File: config.mk
export PLATFORM = sky130hd
export DESIGN_NAME = packed_raw_pixel_unpacker
export DESIGN_NICKNAME = d
export VERILOG_FILES = /design/src/rtl/rpu_pkg.sv /design/src/rtl/packed_raw_pixel_unpacker.sv /design/src/rtl/rpu_front.sv /design/src/rtl/rpu_queue.sv /design/src/rtl/rpu_back.sv
export SDC_FILE = /design/constraint.sdc
export NUM_CORES = 1
export LEC_CHECK = 0
export ABC_AREA = 1
export BUFFER_PORTS_ARGS = -buffer_cell sky130_fd_sc_hd__buf_2
export CAP_MARGIN = 10
export CORE_MARGIN = 5
export CORE_UTILIZATION = 39
export CTS_BUF_LIST = sky130_fd_sc_hd__clkbuf_4 sky130_fd_sc_hd__clkbuf_8
export DETAILED_ROUTE_END_ITERATION = 10
export MAX_ROUTING_LAYER = met4
export PLACE_DENSITY = 0.65
export SKIP_LAST_GASP = 1
export SLEW_MARGIN = 0
export SYNTH_ARGS = -nofsm -noshare
export SYNTH_HDL_FRONTEND = slang
export SYNTH_SLANG_ARGS = --single-unit
File: constraint.sdc
create_clock -name clk -period 35.2 [get_ports clk]
set_clock_uncertainty 0.05 [all_clocks]
set_input_delay 7.04 -clock clk [delete_from_list [all_inputs] [get_ports clk]]
set_output_delay 7.04 -clock clk [all_outputs]
set_load 0.03 [all_outputs]
File: src/rtl/rpu_pkg.sv
// rpu_pkg: shared constants, types and function of the raw pixel unpacker
`timescale 1ns / 1ps

package rpu_pkg;

	// picture dimension registers and frame pixel count
	localparam int DIM_W = 14;
	localparam int CNT_W = 2 * DIM_W;

	// group storage and pixel lanes
	localparam int GROUP_MAX   = 24;
	localparam int POS_W       = $clog2(GROUP_MAX);
	localparam int PIX_MAX     = 16;
	localparam int LANE_W      = $clog2(PIX_MAX);
	localparam int PIX_W       = 12;
	localparam int BYTE_W      = 8;
	localparam int QUEUE_DEPTH = 2;
	localparam int QPTR_W      = $clog2(QUEUE_DEPTH);
	localparam int QCNT_W      = $clog2(QUEUE_DEPTH + 1);

	// configuration port
	localparam int MODE_W     = 3;
	localparam int CFG_IDX_W  = 2;
	localparam int CFG_DATA_W = DIM_W;

	localparam logic [CFG_IDX_W-1:0] REG_MODE   = 2'd0;
	localparam logic [CFG_IDX_W-1:0] REG_WIDTH  = 2'd1;
	localparam logic [CFG_IDX_W-1:0] REG_HEIGHT = 2'd2;

	// packing modes
	localparam logic [MODE_W-1:0] MODE_10P_LSB = 3'd0;
	localparam logic [MODE_W-1:0] MODE_12P_LSB = 3'd1;
	localparam logic [MODE_W-1:0] MODE_10G_20  = 3'd2;
	localparam logic [MODE_W-1:0] MODE_12G_3   = 3'd3;
	localparam logic [MODE_W-1:0] MODE_12G_24  = 3'd4;

	typedef logic [GROUP_MAX-1:0][BYTE_W-1:0] group_bytes_t;

	// one finished group, ready to be sent out pixel by pixel
	typedef struct packed {
		logic [PIX_MAX-1:0][PIX_W-1:0] pix;
		logic [LANE_W-1:0]             last_idx;
		logic                          frame_end;
	} group_t;

	typedef struct packed {
		logic full;
		logic avail;
	} queue_status_t;

	typedef struct packed {
		logic              ok;
		logic [POS_W-1:0]  last_byte;
		logic [LANE_W-1:0] last_pix;
	} shape_t;

	function automatic shape_t group_shape(input logic [MODE_W-1:0] mode);
		shape_t s;
		s = '0;
		unique case (mode)
			MODE_10P_LSB: s = '{ok: 1'b1, last_byte: 5'd4,  last_pix: 4'd3};
			MODE_12P_LSB: s = '{ok: 1'b1, last_byte: 5'd2,  last_pix: 4'd1};
			MODE_10G_20:  s = '{ok: 1'b1, last_byte: 5'd19, last_pix: 4'd15};
			MODE_12G_3:   s = '{ok: 1'b1, last_byte: 5'd2,  last_pix: 4'd1};
			MODE_12G_24:  s = '{ok: 1'b1, last_byte: 5'd23, last_pix: 4'd15};
			default:      s = '0;
		endcase
		return s;
	endfunction

endpackage

File: src/rtl/packed_raw_pixel_unpacker.sv
// packed_raw_pixel_unpacker: top level of the packed raw pixel unpacker
`timescale 1ns / 1ps

// channel   | handshake             | payload
// ----------+-----------------------+-----------------------------------------------
// cfg       | cfg_write_en          | cfg_index, cfg_data
// in        | in_valid / in_stall   | data_byte, start_of_frame
// out       | out_valid / out_stall | pixel_value, last_in_group, last_in_frame
//
// one word in per cycle while in_stall is low; a completed group is unpacked into
// 2, 4 or 16 pixel lanes in the cycle its last byte is taken and queued, then pixels
// leave the queue one per cycle via the back's output register while out_stall is low.
// the two-entry group queue sets the input stall: in_stall is high only when it is full.
// reset clears positions, pixel count, queue and output valid; config regs reset to
// mode 0 and a 1 x 1 frame; the frame pixel count is registered from width and height.

module packed_raw_pixel_unpacker (
	input  logic                            clk,
	input  logic                            arst_n,
	// configuration writes
	input  logic                            cfg_write_en,
	input  logic [rpu_pkg::CFG_IDX_W-1:0]   cfg_index,
	input  logic [rpu_pkg::CFG_DATA_W-1:0]  cfg_data,
	// packed byte words
	input  logic                            in_valid,
	output logic                            in_stall,
	input  logic [rpu_pkg::BYTE_W-1:0]      data_byte,
	input  logic                            start_of_frame,
	// pixel words
	output logic                            out_valid,
	input  logic                            out_stall,
	output logic [rpu_pkg::PIX_W-1:0]       pixel_value,
	output logic                            last_in_group,
	output logic                            last_in_frame
);

	logic [rpu_pkg::MODE_W-1:0]  mode_q;
	logic [rpu_pkg::DIM_W-1:0]   width_q;
	logic [rpu_pkg::DIM_W-1:0]   height_q;
	logic [rpu_pkg::CNT_W-1:0]   total_q;

	logic                        take;
	logic                        push;
	logic                        pop;
	rpu_pkg::group_t             push_entry;
	rpu_pkg::group_t             head;
	rpu_pkg::queue_status_t      q_status;

	// config registers; writes beyond the list are dropped
	always_ff @(posedge clk or negedge arst_n) begin
		if (!arst_n) begin
			mode_q   <= rpu_pkg::MODE_10P_LSB;
			width_q  <= rpu_pkg::DIM_W'(1);
			height_q <= rpu_pkg::DIM_W'(1);
		end else if (cfg_write_en) begin
			unique case (cfg_index)
				rpu_pkg::REG_MODE:   mode_q   <= cfg_data[rpu_pkg::MODE_W-1:0];
				rpu_pkg::REG_WIDTH:  width_q  <= cfg_data;
				rpu_pkg::REG_HEIGHT: height_q <= cfg_data;
				default:             mode_q   <= mode_q;
			endcase
		end
	end

	// frame pixel count, registered after the multiply
	always_ff @(posedge clk or negedge arst_n) begin
		if (!arst_n) begin
			total_q <= rpu_pkg::CNT_W'(1);
		end else begin
			total_q <= rpu_pkg::CNT_W'(width_q) * rpu_pkg::CNT_W'(height_q);
		end
	end

	// input side stalls only on a full group queue
	assign in_stall = q_status.full;
	assign take     = in_valid && !in_stall;

	rpu_front u_front (
		.clk            (clk),
		.arst_n         (arst_n),
		.mode           (mode_q),
		.total          (total_q),
		.take           (take),
		.data_byte      (data_byte),
		.start_of_frame (start_of_frame),
		.push           (push),
		.push_entry     (push_entry)
	);

	rpu_queue u_queue (
		.clk        (clk),
		.arst_n     (arst_n),
		.push       (push),
		.push_entry (push_entry),
		.pop        (pop),
		.head       (head),
		.status     (q_status)
	);

	rpu_back u_back (
		.clk           (clk),
		.arst_n        (arst_n),
		.head          (head),
		.avail         (q_status.avail),
		.out_stall     (out_stall),
		.pop           (pop),
		.out_valid     (out_valid),
		.pixel_value   (pixel_value),
		.last_in_group (last_in_group),
		.last_in_frame (last_in_frame)
	);

endmodule

File: src/rtl/rpu_front.sv
// rpu_front: byte gathering, frame accounting and group unpacking into pixel lanes
`timescale 1ns / 1ps

module rpu_front (
	input  logic                             clk,
	input  logic                             arst_n,
	input  logic [rpu_pkg::MODE_W-1:0]       mode,
	input  logic [rpu_pkg::CNT_W-1:0]        total,
	input  logic                             take,
	input  logic [rpu_pkg::BYTE_W-1:0]       data_byte,
	input  logic                             start_of_frame,
	output logic                             push,
	output rpu_pkg::group_t                  push_entry
);

	rpu_pkg::group_bytes_t        group_q;
	rpu_pkg::group_bytes_t        grp_next;
	logic [rpu_pkg::POS_W-1:0]    pos_q;
	logic [rpu_pkg::CNT_W-1:0]    emitted_q;

	rpu_pkg::shape_t              shape;
	logic [rpu_pkg::POS_W-1:0]    pos_base;
	logic [rpu_pkg::POS_W-1:0]    pos_eff;
	logic                         complete;
	logic [rpu_pkg::CNT_W-1:0]    done_cnt;
	logic [rpu_pkg::LANE_W:0]     npix;
	logic [rpu_pkg::CNT_W:0]      sum1;
	logic [rpu_pkg::CNT_W:0]      sum2;
	logic                         fits;

	logic [3:0][rpu_pkg::PIX_W-1:0] p10p;
	logic [1:0][rpu_pkg::PIX_W-1:0] p12p;
	logic [rpu_pkg::PIX_MAX-1:0][rpu_pkg::PIX_W-1:0] lane_pix;

	assign shape    = rpu_pkg::group_shape(mode);
	assign pos_base = start_of_frame ? '0 : pos_q;
	assign pos_eff  = (pos_base > shape.last_byte) ? '0 : pos_base;
	assign complete = (pos_eff == shape.last_byte);
	assign done_cnt = start_of_frame ? '0 : emitted_q;
	assign npix     = {1'b0, shape.last_pix} + 1'b1;
	assign sum1     = {1'b0, done_cnt} + (rpu_pkg::CNT_W+1)'(npix);
	assign sum2     = sum1 + (rpu_pkg::CNT_W+1)'(npix);
	assign fits     = (sum1 <= {1'b0, total});

	// group with the current byte in place
	always_comb begin
		grp_next          = group_q;
		grp_next[pos_eff] = data_byte;
	end

	// 10p and 12p lsb pixels
	assign p10p[0] = {2'b00, grp_next[1][1:0], grp_next[0]};
	assign p10p[1] = {2'b00, grp_next[2][3:0], grp_next[1][7:2]};
	assign p10p[2] = {2'b00, grp_next[3][5:0], grp_next[2][7:4]};
	assign p10p[3] = {2'b00, grp_next[4], grp_next[3][7:6]};
	assign p12p[0] = {grp_next[1][3:0], grp_next[0]};
	assign p12p[1] = {grp_next[2], grp_next[1][7:4]};

	// pixel lanes of the finished group
	always_comb begin
		lane_pix = '0;
		for (int k = 0; k < rpu_pkg::PIX_MAX; k++) begin
			unique case (mode)
				rpu_pkg::MODE_10P_LSB: lane_pix[k[3:0]] = p10p[k[1:0]];
				rpu_pkg::MODE_12P_LSB: lane_pix[k[3:0]] = p12p[k[0]];
				rpu_pkg::MODE_10G_20:  lane_pix[k[3:0]] =
					{2'b00, grp_next[rpu_pkg::POS_W'(k)],
					 grp_next[rpu_pkg::POS_W'(16 + (k >> 2))][{k[1:0], 1'b0} +: 2]};
				rpu_pkg::MODE_12G_3:   lane_pix[k[3:0]] =
					{grp_next[rpu_pkg::POS_W'(k[0])], grp_next[2][{k[0], 2'b00} +: 4]};
				rpu_pkg::MODE_12G_24:  lane_pix[k[3:0]] =
					{grp_next[rpu_pkg::POS_W'(k)],
					 grp_next[rpu_pkg::POS_W'(16 + (k >> 1))][{k[0], 2'b00} +: 4]};
				default:               lane_pix[k[3:0]] = '0;
			endcase
		end
	end

	// lanes, last lane index, frame end
	assign push_entry = {lane_pix, shape.last_pix, (sum2 > {1'b0, total})};
	assign push = take && shape.ok && complete && fits;

	always_ff @(posedge clk) begin
		if (take && shape.ok) begin
			group_q[pos_eff] <= data_byte;
		end
	end

	always_ff @(posedge clk or negedge arst_n) begin
		if (!arst_n) begin
			pos_q     <= '0;
			emitted_q <= '0;
		end else if (take) begin
			if (shape.ok) begin
				pos_q     <= complete ? '0 : pos_eff + 1'b1;
				emitted_q <= (complete && fits) ? sum1[rpu_pkg::CNT_W-1:0] : done_cnt;
			end else if (start_of_frame) begin
				pos_q     <= '0;
				emitted_q <= '0;
			end
		end
	end

endmodule

File: src/rtl/rpu_queue.sv
// rpu_queue: short group queue between the front and the back
`timescale 1ns / 1ps

module rpu_queue (
	input  logic                   clk,
	input  logic                   arst_n,
	input  logic                   push,
	input  rpu_pkg::group_t        push_entry,
	input  logic                   pop,
	output rpu_pkg::group_t        head,
	output rpu_pkg::queue_status_t status
);

	rpu_pkg::group_t                  ent_q [rpu_pkg::QUEUE_DEPTH];
	logic [rpu_pkg::QPTR_W-1:0]       wr_q;
	logic [rpu_pkg::QPTR_W-1:0]       rd_q;
	logic [rpu_pkg::QCNT_W-1:0]       cnt_q;

	assign head         = ent_q[rd_q];
	assign status.full  = (cnt_q == rpu_pkg::QCNT_W'(rpu_pkg::QUEUE_DEPTH));
	assign status.avail = (cnt_q != '0);

	always_ff @(posedge clk) begin
		if (push) begin
			ent_q[wr_q] <= push_entry;
		end
	end

	always_ff @(posedge clk or negedge arst_n) begin
		if (!arst_n) begin
			wr_q  <= '0;
			rd_q  <= '0;
			cnt_q <= '0;
		end else begin
			if (push) begin
				wr_q <= wr_q + 1'b1;
			end
			if (pop) begin
				rd_q <= rd_q + 1'b1;
			end
			unique case ({push, pop})
				2'b10:   cnt_q <= cnt_q + 1'b1;
				2'b01:   cnt_q <= cnt_q - 1'b1;
				default: cnt_q <= cnt_q;
			endcase
		end
	end

endmodule

File: src/rtl/rpu_back.sv
// rpu_back: pixel sequencing from the queue head into the output register
`timescale 1ns / 1ps

module rpu_back (
	input  logic                       clk,
	input  logic                       arst_n,
	input  rpu_pkg::group_t            head,
	input  logic                       avail,
	input  logic                       out_stall,
	output logic                       pop,
	output logic                       out_valid,
	output logic [rpu_pkg::PIX_W-1:0]  pixel_value,
	output logic                       last_in_group,
	output logic                       last_in_frame
);

	logic [rpu_pkg::LANE_W-1:0] k_q;
	logic                       valid_q;
	logic [rpu_pkg::PIX_W-1:0]  pix_q;
	logic                       lig_q;
	logic                       lif_q;
	logic                       load;
	logic                       at_last;

	assign load    = avail && (!valid_q || !out_stall);
	assign at_last = (k_q == head.last_idx);
	assign pop     = load && at_last;

	assign out_valid     = valid_q;
	assign pixel_value   = pix_q;
	assign last_in_group = lig_q;
	assign last_in_frame = lif_q;

	always_ff @(posedge clk) begin
		if (load) begin
			pix_q <= head.pix[k_q];
			lig_q <= at_last;
			lif_q <= at_last && head.frame_end;
		end
	end

	always_ff @(posedge clk or negedge arst_n) begin
		if (!arst_n) begin
			valid_q <= 1'b0;
			k_q     <= '0;
		end else begin
			if (load) begin
				valid_q <= 1'b1;
				k_q     <= at_last ? '0 : k_q + 1'b1;
			end else if (!out_stall) begin
				valid_q <= 1'b0;
			end
		end
	end

endmodule

==> results of run 1 <==
[layout by cell type, fill, tap and decap left out, types with 5 or more instances in the layout]
master | Yosys | layout
a31oi_1 | 17 | 17
nor2_4 | 6 | 11
clkinv_2 | 0 | 8
o211ai_1 | 30 | 30
o21ai_4 | 9 | 9
clkbuf_4 | 0 | 36
nand2_2 | 31 | 31
nor2_1 | 297 | 293
buf_2 | 9 | 44
inv_1 | 496 | 495
dfrtp_1 | 98 | 95
nand4_1 | 71 | 71
nand2_1 | 988 | 988
xor2_1 | 45 | 45
bufinv_16 | 0 | 5
inv_2 | 37 | 38
fa_1 | 143 | 143
nand3_1 | 185 | 185
nand3b_1 | 5 | 5
buf_4 | 4 | 25
o22ai_1 | 27 | 27
a21oi_2 | 11 | 11
nand3_2 | 5 | 5
nand2_4 | 5 | 5
clkbuf_8 | 0 | 106
o21ai_1 | 33 | 32
a21oi_1 | 75 | 75
nor2_2 | 10 | 9
edfxtp_1 | 486 | 486
clkinv_1 | 3 | 20
xnor2_1 | 14 | 14
a32oi_1 | 7 | 7
o221ai_1 | 65 | 65
o2111ai_1 | 14 | 14
ha_1 | 165 | 165
o21ai_2 | 16 | 17
nor4_1 | 6 | 6
nor3_1 | 12 | 12
o21ai_0 | 330 | 330
[worst reg2reg max path: cells and delay by family, from the launching register on]
| kind | cells | cell delay [ns] |
|---|---|---|
| AO/OA/AOI/OAI | 2 | 0.21 |
| adder cells (fa/ha/maj) | 2 | 0.60 |
| buffers and inverters | 8 | 1.74 |
| flip-flops | 1 | 0.49 |
| AND/OR/NAND/NOR | 18 | 3.12 |
[cell usage after synthesis, types with 12 or more instances]
master	n
inv_1	496
clkbuf_1	154
o21ai_2	16
o21ai_1	33
ha_1	165
xor2_1	45
dfrtp_1	98
a31oi_1	17
edfxtp_1	486
o2111ai_1	14
xnor2_1	14
nand3_1	185
o211ai_1	30
nand2_2	31
nor3_1	12
nand2_1	988
inv_2	37
nor2_1	297
a21oi_1	75
nand4_1	71
fa_1	143
o221ai_1	65
o21ai_0	330
o22ai_1	27
[cell type report]
type | instances | area (um^2)
Fill cell | 9050 | 53200
Sequential cell | 587 | 17100
Multi-Input combinational cell | 2658 | 16500
Inverter | 537 | 2020
Clock buffer | 142 | 1730
Tap cell | 1254 | 1570
Timing Repair Buffer | 71 | 448
Clock inverter | 37 | 330
Antenna cell | 3 | 7.51
[logic make-up (layout without fill, tap and decap cells)]
group	Yosys count	in the layout	share of synthesized area [%]
AO/OA/AOI/OAI	649	649	11.0
XOR/XNOR	60	60	1.47
adder cells (fa/ha/maj)	308	308	13.6
buffers and inverters	713	787	7.62
flip-flops	587	587	47.2
other	0	3	0
AND/OR/NAND/NOR	1641	1641	19.2
[registers in the layout, indices dropped and copies added (netlist names)]
signal,count
u_front.emitted_q,28
total_q,28
width_q,14
u_queue.rd_q,1
u_front.pos_q,5
u_queue.wr_q,1
mode_q,3
u_back.out_valid,1
u_front.group_q,128
u_back.pixel_value,12
height_q,14
u_queue.cnt_q,2
u_back.last_in_group,1
u_back.last_in_frame,1
u_back.k_q,4
u_queue.ent_q,344
[routing by layer]
layer  part of all wire, %  up-vias  GRT usage (%)
met5                     0        -              -
met4                   2.9        0           5.96
met3                   7.7      218           3.28
met2                    47     1137           34.8
met1                    42    13800           28.3
li1                      -    13200              -
[stage by stage]
| step | cell area (um^2) | cells | hold WS, ns | util [%] |
|---|---|---|---|---|
| 2_1_floorplan | 36300 | 3958 | 0.392 | - |
| 3_3_place_gp | 37600 | 5107 | 0.414 | 40.5 |
| 3_5_place_dp | 37600 | 5107 | 0.414 | 40.5 |
| 4_1_cts | 39700 | 5286 | 0.432 | 42.7 |
| 5_1_grt | 39700 | 5289 | 0.444 | 42.7 |
| 6_report | 39700 | 5289 | 0.428 | 42.7 |
[worst paths after layout]
| kind | from | to | slack [ns] |
|---|---|---|---|
| worst max register to register | mode_q[1]$_DFFE_PN0P_ | u_queue.ent_q[1][128]$_DFFE_PP_ | 28.39 |
| worst min-delay path | u_front.emitted_q[21]$_DFFE_PN0P_ | u_front.emitted_q[21]$_DFFE_PN0P_ | 0.43 |
| min in group asynchronous | arst_n | width_q[10]$_DFFE_PN0P_ | 6.42 |
| worst max-delay path | start_of_frame | u_queue.ent_q[1][128]$_DFFE_PP_ | 23.08 |
| max in group asynchronous | arst_n | u_queue.rd_q$_DFFE_PN0P_ | 27.61 |
| worst min register to register | u_front.emitted_q[21]$_DFFE_PN0P_ | u_front.emitted_q[21]$_DFFE_PN0P_ | 0.43 |
[power groups by stage]
stage	clock network [mW]	logic, mW	registers [mW]
after detailed placement	0	1.71	1.06
after CTS	0.657	1.72	1.05
after floorplan	0	1.21	1.05
after global routing	0.689	1.92	1.06
final	0.645	1.72	1.05
after global placement	0	1.68	1.06
==> impl_metrics.toml, run 1 <==
[worst_setup_path]
path_common_cell = "nand2_1"
startpoint_type = "input port"
critical_path_depth = 27
crit_path_max_fanout = 172
crit_buf_inv = 5
cp.arrival_ns = 12.38
crit_required_ns = 35.46
critPathTopFamily = "simple AND/OR/NAND/NOR gates"
critical_path_class = "input port to flop"
end_kind = "flop"
critical-path-max-stage-delay_ns = 0.70
reg2reg_depth = 30
cp_slowest_cell = "buf_12"

[floorplan]
core.rowCount = 112
coreArea_um2 = 92900
ios = 46
die_w_um = 315
die_h_um = 315
die_area_um2 = 99300
initial_core_util_pct = 39.1

[detailed_routing]
drc = 0
ant_nets = 0
wl_per_cell_um = 19.7
routed_via_density = 5.37
finalWirelength_um = 104000
detail_route.first_pass.iterations = 6
vias = 28400
drt_iter0_markers = 2935

[power_and_ir_drop]
p_sw_mw = 1.55
totalPowerFinal_mw = 3.41
power_density_nw_per_um2 = 85.8
sw_frac_of_total_pct = 45.4
ir_worst_vdd_mv = 0.0686
pwr-share-seq_pct = 30.7
p_leak_nw = 17.4
p_int_mw = 1.86
clkPwrFrac_pct = 18.9
combPwrFrac_pct = 50.4

[synth]
syn_area_um2 = 36300
synthFlopType = "edfxtp_1"
async_reset_ff_share_pct = 17.2
synth_edf_count = 486
syn_area_per_cell_um2 = 9.17
netlist-cell-type-count = 63
synth_seq_cells = 587
yosysWarnings = 0
syn_nets = 4296
yosysSeqAreaShare_pct = 47.2
yosys.area.top_type = "edfxtp_1"
synth_cells = 3958
yosysTopAreaCellShare_pct = 40.2
synth_area_leaders = "edfxtp_1 (40%), nand2_1 (10%), fa_1 (7.9%), dfrtp_1 (6.8%), ha_1 (5.7%)"

[global_route]
grt_pass1_wl_um = 163000
grt_overflow = 0
grt_start_max_net_pins = 173
grt_pass1_vias = 28000
antenna_found_initial = 5
grt_use_total_pct = 21.4

[clock_network]
cts-htree-levels = 3
cts_setup_buffers = 0
cts_resized = 0
clk_latency_ns = 0.73
cts_buffers = 96
clock_sinks = 587
holdBufCountCts = 0
clk_path_buf_depth = 3
clock-root-buffer = "clkbuf_8"
cts_tree = "yes"
path_clk_slew_ns = 0.06

[timing]
relSlewSlack_pct = 20.5
hold_viol = 0
tns_ns = 0
fmax_mhz = 82.5
tightest_slew_ns = 1.19
fin_crit_sh_pct = 34.4
setup_viol = 0
fin_crit_ns = 12.12
slew_violations = 0
rsz0062_at_grt = "no"
setup_ws_ns = 23.08

[place]
port_buffers = 45
pre_cts_ws_ns = 22.49
dp_hpwl_um = 70100
place.gp.congestion = 0.899

[layout]
nNetsFinal = 4289
area_growth_pct = 9.32
drive_gt1_share_pct = 9.75

[outcome]
status = "finished clean"

[min_path]
whs_path_depth = 2
hold_class = "flop to flop"

[run]
maxCapViolCount = 0
No activity file was read; power rests on OpenSTA's default activity.
==> run 2, diff against run 1 <==
PLACE_DENSITY = 0.67   (was 0.65)
clock period = 10.2 ns   (was 35.2 ns; I/O delays follow)
==> run 2 against run 1 <==
Sequential share of layout area up 0.071 points. Core utilization down 0.070 points. Hold slack barely moved. Cell count is essentially flat. Via count rose by 0.27%. Flip-flop and latch count stayed put. Non-clock buffer count rose by 5. Global-route usage decreased by 0.54 points. Clock power grew to 3.3 times the previous value.
==> impl_metrics.toml, run 2 (same netlist as run 1, synthesis figures left out) <==
[outcome]
status = "finished clean"

[global_route]
grt_pass1_wl_um = 159000
grt_overflow = 0
antenna_found_initial = 8
grt_use_total_pct = 20.9
grt_start_max_net_pins = 173
grt_pass1_vias = 27800

[timing]
setup_viol = 0
fmax_mhz = 137
slew_violations = 0
fin_crit_sh_pct = 71.3
relSlewSlack_pct = 10.3
hold_viol = 0
setup_ws_ns = 2.93
tns_ns = 0
tightest_slew_ns = 1.35
fin_crit_ns = 7.27
rsz0062_at_grt = "no"

[worst_setup_path]
crit_required_ns = 10.46
r2r-start = "mode_q[1]$_DFFE_PN0P_"
critical_path_class = "input port to flop"
cp.arrival_ns = 7.54
rr_endpoint = "u_queue.ent_q[1][98]$_DFFE_PP_"
end_kind = "flop"
r2r_slack_ns = 3.82
crit_path_max_fanout = 172
reg2reg_depth = 22
startpoint_type = "input port"

[clock_network]
cts_buffers = 97
clk_path_buf_depth = 3
holdBufCountCts = 0
cts-htree-levels = 3
cts_setup_buffers = 0
cts_resized = 0
path_clk_slew_ns = 0.06
cts_tree = "yes"
clk_latency_ns = 0.73
clock_sinks = 587
clock-root-buffer = "clkbuf_8"

[layout]
nNetsFinal = 4295
drive_gt1_share_pct = 9.65
mostFrequentLayoutCells = "nand2_1 (988), inv_1 (495), edfxtp_1 (486), o21ai_0 (330), nor2_1 (293)"
largest_register_ffs = 344
regMostFlops = "u_queue.ent_q"
area_growth_pct = 9.14
final_common_cell = "nand2_1"
top_regs = "u_queue.ent_q: 344 flops, u_front.group_q: 128 flops"

[detailed_routing]
vias = 28500
detail_route.first_pass.iterations = 6
ant_nets = 0
drt_iter0_markers = 3248
finalWirelength_um = 103000
wl_per_cell_um = 19.4
drc = 0
routed_via_density = 5.39

[power_and_ir_drop]
sw_frac_of_total_pct = 45.6
combPwrFrac_pct = 50.8
p_sw_mw = 5.31
ir_worst_vdd_mv = 0.259
p_int_mw = 6.33
p_leak_nw = 17.4
power_density_nw_per_um2 = 294
pwr-share-seq_pct = 31.1
clkPwrFrac_pct = 18.1
totalPowerFinal_mw = 11.6

[floorplan]
core.rowCount = 112
die_w_um = 315
die_h_um = 315
die_area_um2 = 99300
coreArea_um2 = 92900
ios = 46
initial_core_util_pct = 39.1

[place]
dp_hpwl_um = 69000
port_buffers = 45
place.gp.congestion = 0.915
pre_cts_ws_ns = 2.42

[min_path]
min_to = "u_front.emitted_q[0]$_DFFE_PN0P_"
hold_start = "u_front.emitted_q[0]$_DFFE_PN0P_"
whs_path_depth = 2
hold_class = "flop to flop"

[run]
maxCapViolCount = 0
[run 2: changes by cell type in the layout (fill, tap and decap cells not counted), moves of 2 or more]
cell / previous run / this run
clkinvlp_4: 2 / 0
clkinv_1: 20 / 22
clkbuf_4: 36 / 31
diode_2: 3 / 6
bufinv_16: 5 / 2
buf_4: 25 / 30
[run 2: power by group through the flow]
stage	logic [mW]	registers [mW]	clock network (mW)
2_1_floorplan	4.17	3.61	0
3_3_place_gp	5.76	3.66	0
3_5_place_dp	5.86	3.67	0
4_1_cts	5.90	3.62	2.15
5_1_grt	6.59	3.66	2.26
6_report	5.91	3.62	2.11
[run 2: final cells by class]
class / count / area (um^2)
flip-flops and latches: 587 / 17100
repair buffers: 76 / 485
inverters: 537 / 2020
fillers: 9047 / 53300
diodes: 6 / 15.0
well taps: 1254 / 1570
clock inverters: 34 / 244
clock buffers: 138 / 1710
multi-input cells: 2658 / 16500
[run 2: stage by stage]
step / hold slack (ns) / utilization (%) / std cells / instance area (um^2)
detailed placement: 0.413 / 40.5 / 5112 / 37700
CTS: 0.425 / 42.6 / 5284 / 39600
floorplan: 0.392 / - / 3958 / 36300
global placement: 0.414 / 40.5 / 5112 / 37700
global route: 0.466 / 42.7 / 5290 / 39600
finish: 0.428 / 42.7 / 5290 / 39600
[run 2: critical path, cell delays in order]
cell and delay (ns):
buf_2 0.41, inv_4 0.24, nand2_1 0.14, inv_1 0.05
ha_1 0.26, inv_1 0.08, nor2_1 0.21, nand4_1 0.14
nand2_1 0.33, nand4_1 0.15, nand2_1 0.35, inv_1 0.08
ha_1 0.29, nand4_1 0.10, nor4_1 0.45, nand3_1 0.15
nand2_1 0.10, buf_4 0.34, nand4_1 0.36, nor2_4 0.20
buf_12 0.56
[run 2: worst max path at each step]
stage                         startpoint                              end  slack [ns]  cells after the start
after floorplan           start_of_frame    u_queue.ent_q[0][0]$_DFFE_PP_       -2.81                     29
after global placement    start_of_frame   u_queue.ent_q[0][71]$_DFFE_PP_        2.50                     27
after detailed placement  start_of_frame  u_queue.ent_q[1][145]$_DFFE_PP_        2.42                     27
after CTS                 start_of_frame   u_queue.ent_q[0][35]$_DFFE_PP_        3.19                     27
after global routing      start_of_frame  u_queue.ent_q[1][158]$_DFFE_PP_        2.64                     30
final                     start_of_frame   u_queue.ent_q[1][98]$_DFFE_PP_        2.93                     21
[run 2: per-layer routing]
metal	GRT usage (%)	vias to the layer above	part of all wire, %
met4	6.97	0	3.4
met2	33.0	1253	46
met5	-	-	0
met1	27.2	13700	41
met3	4.20	243	9.3
li1	-	13300	-
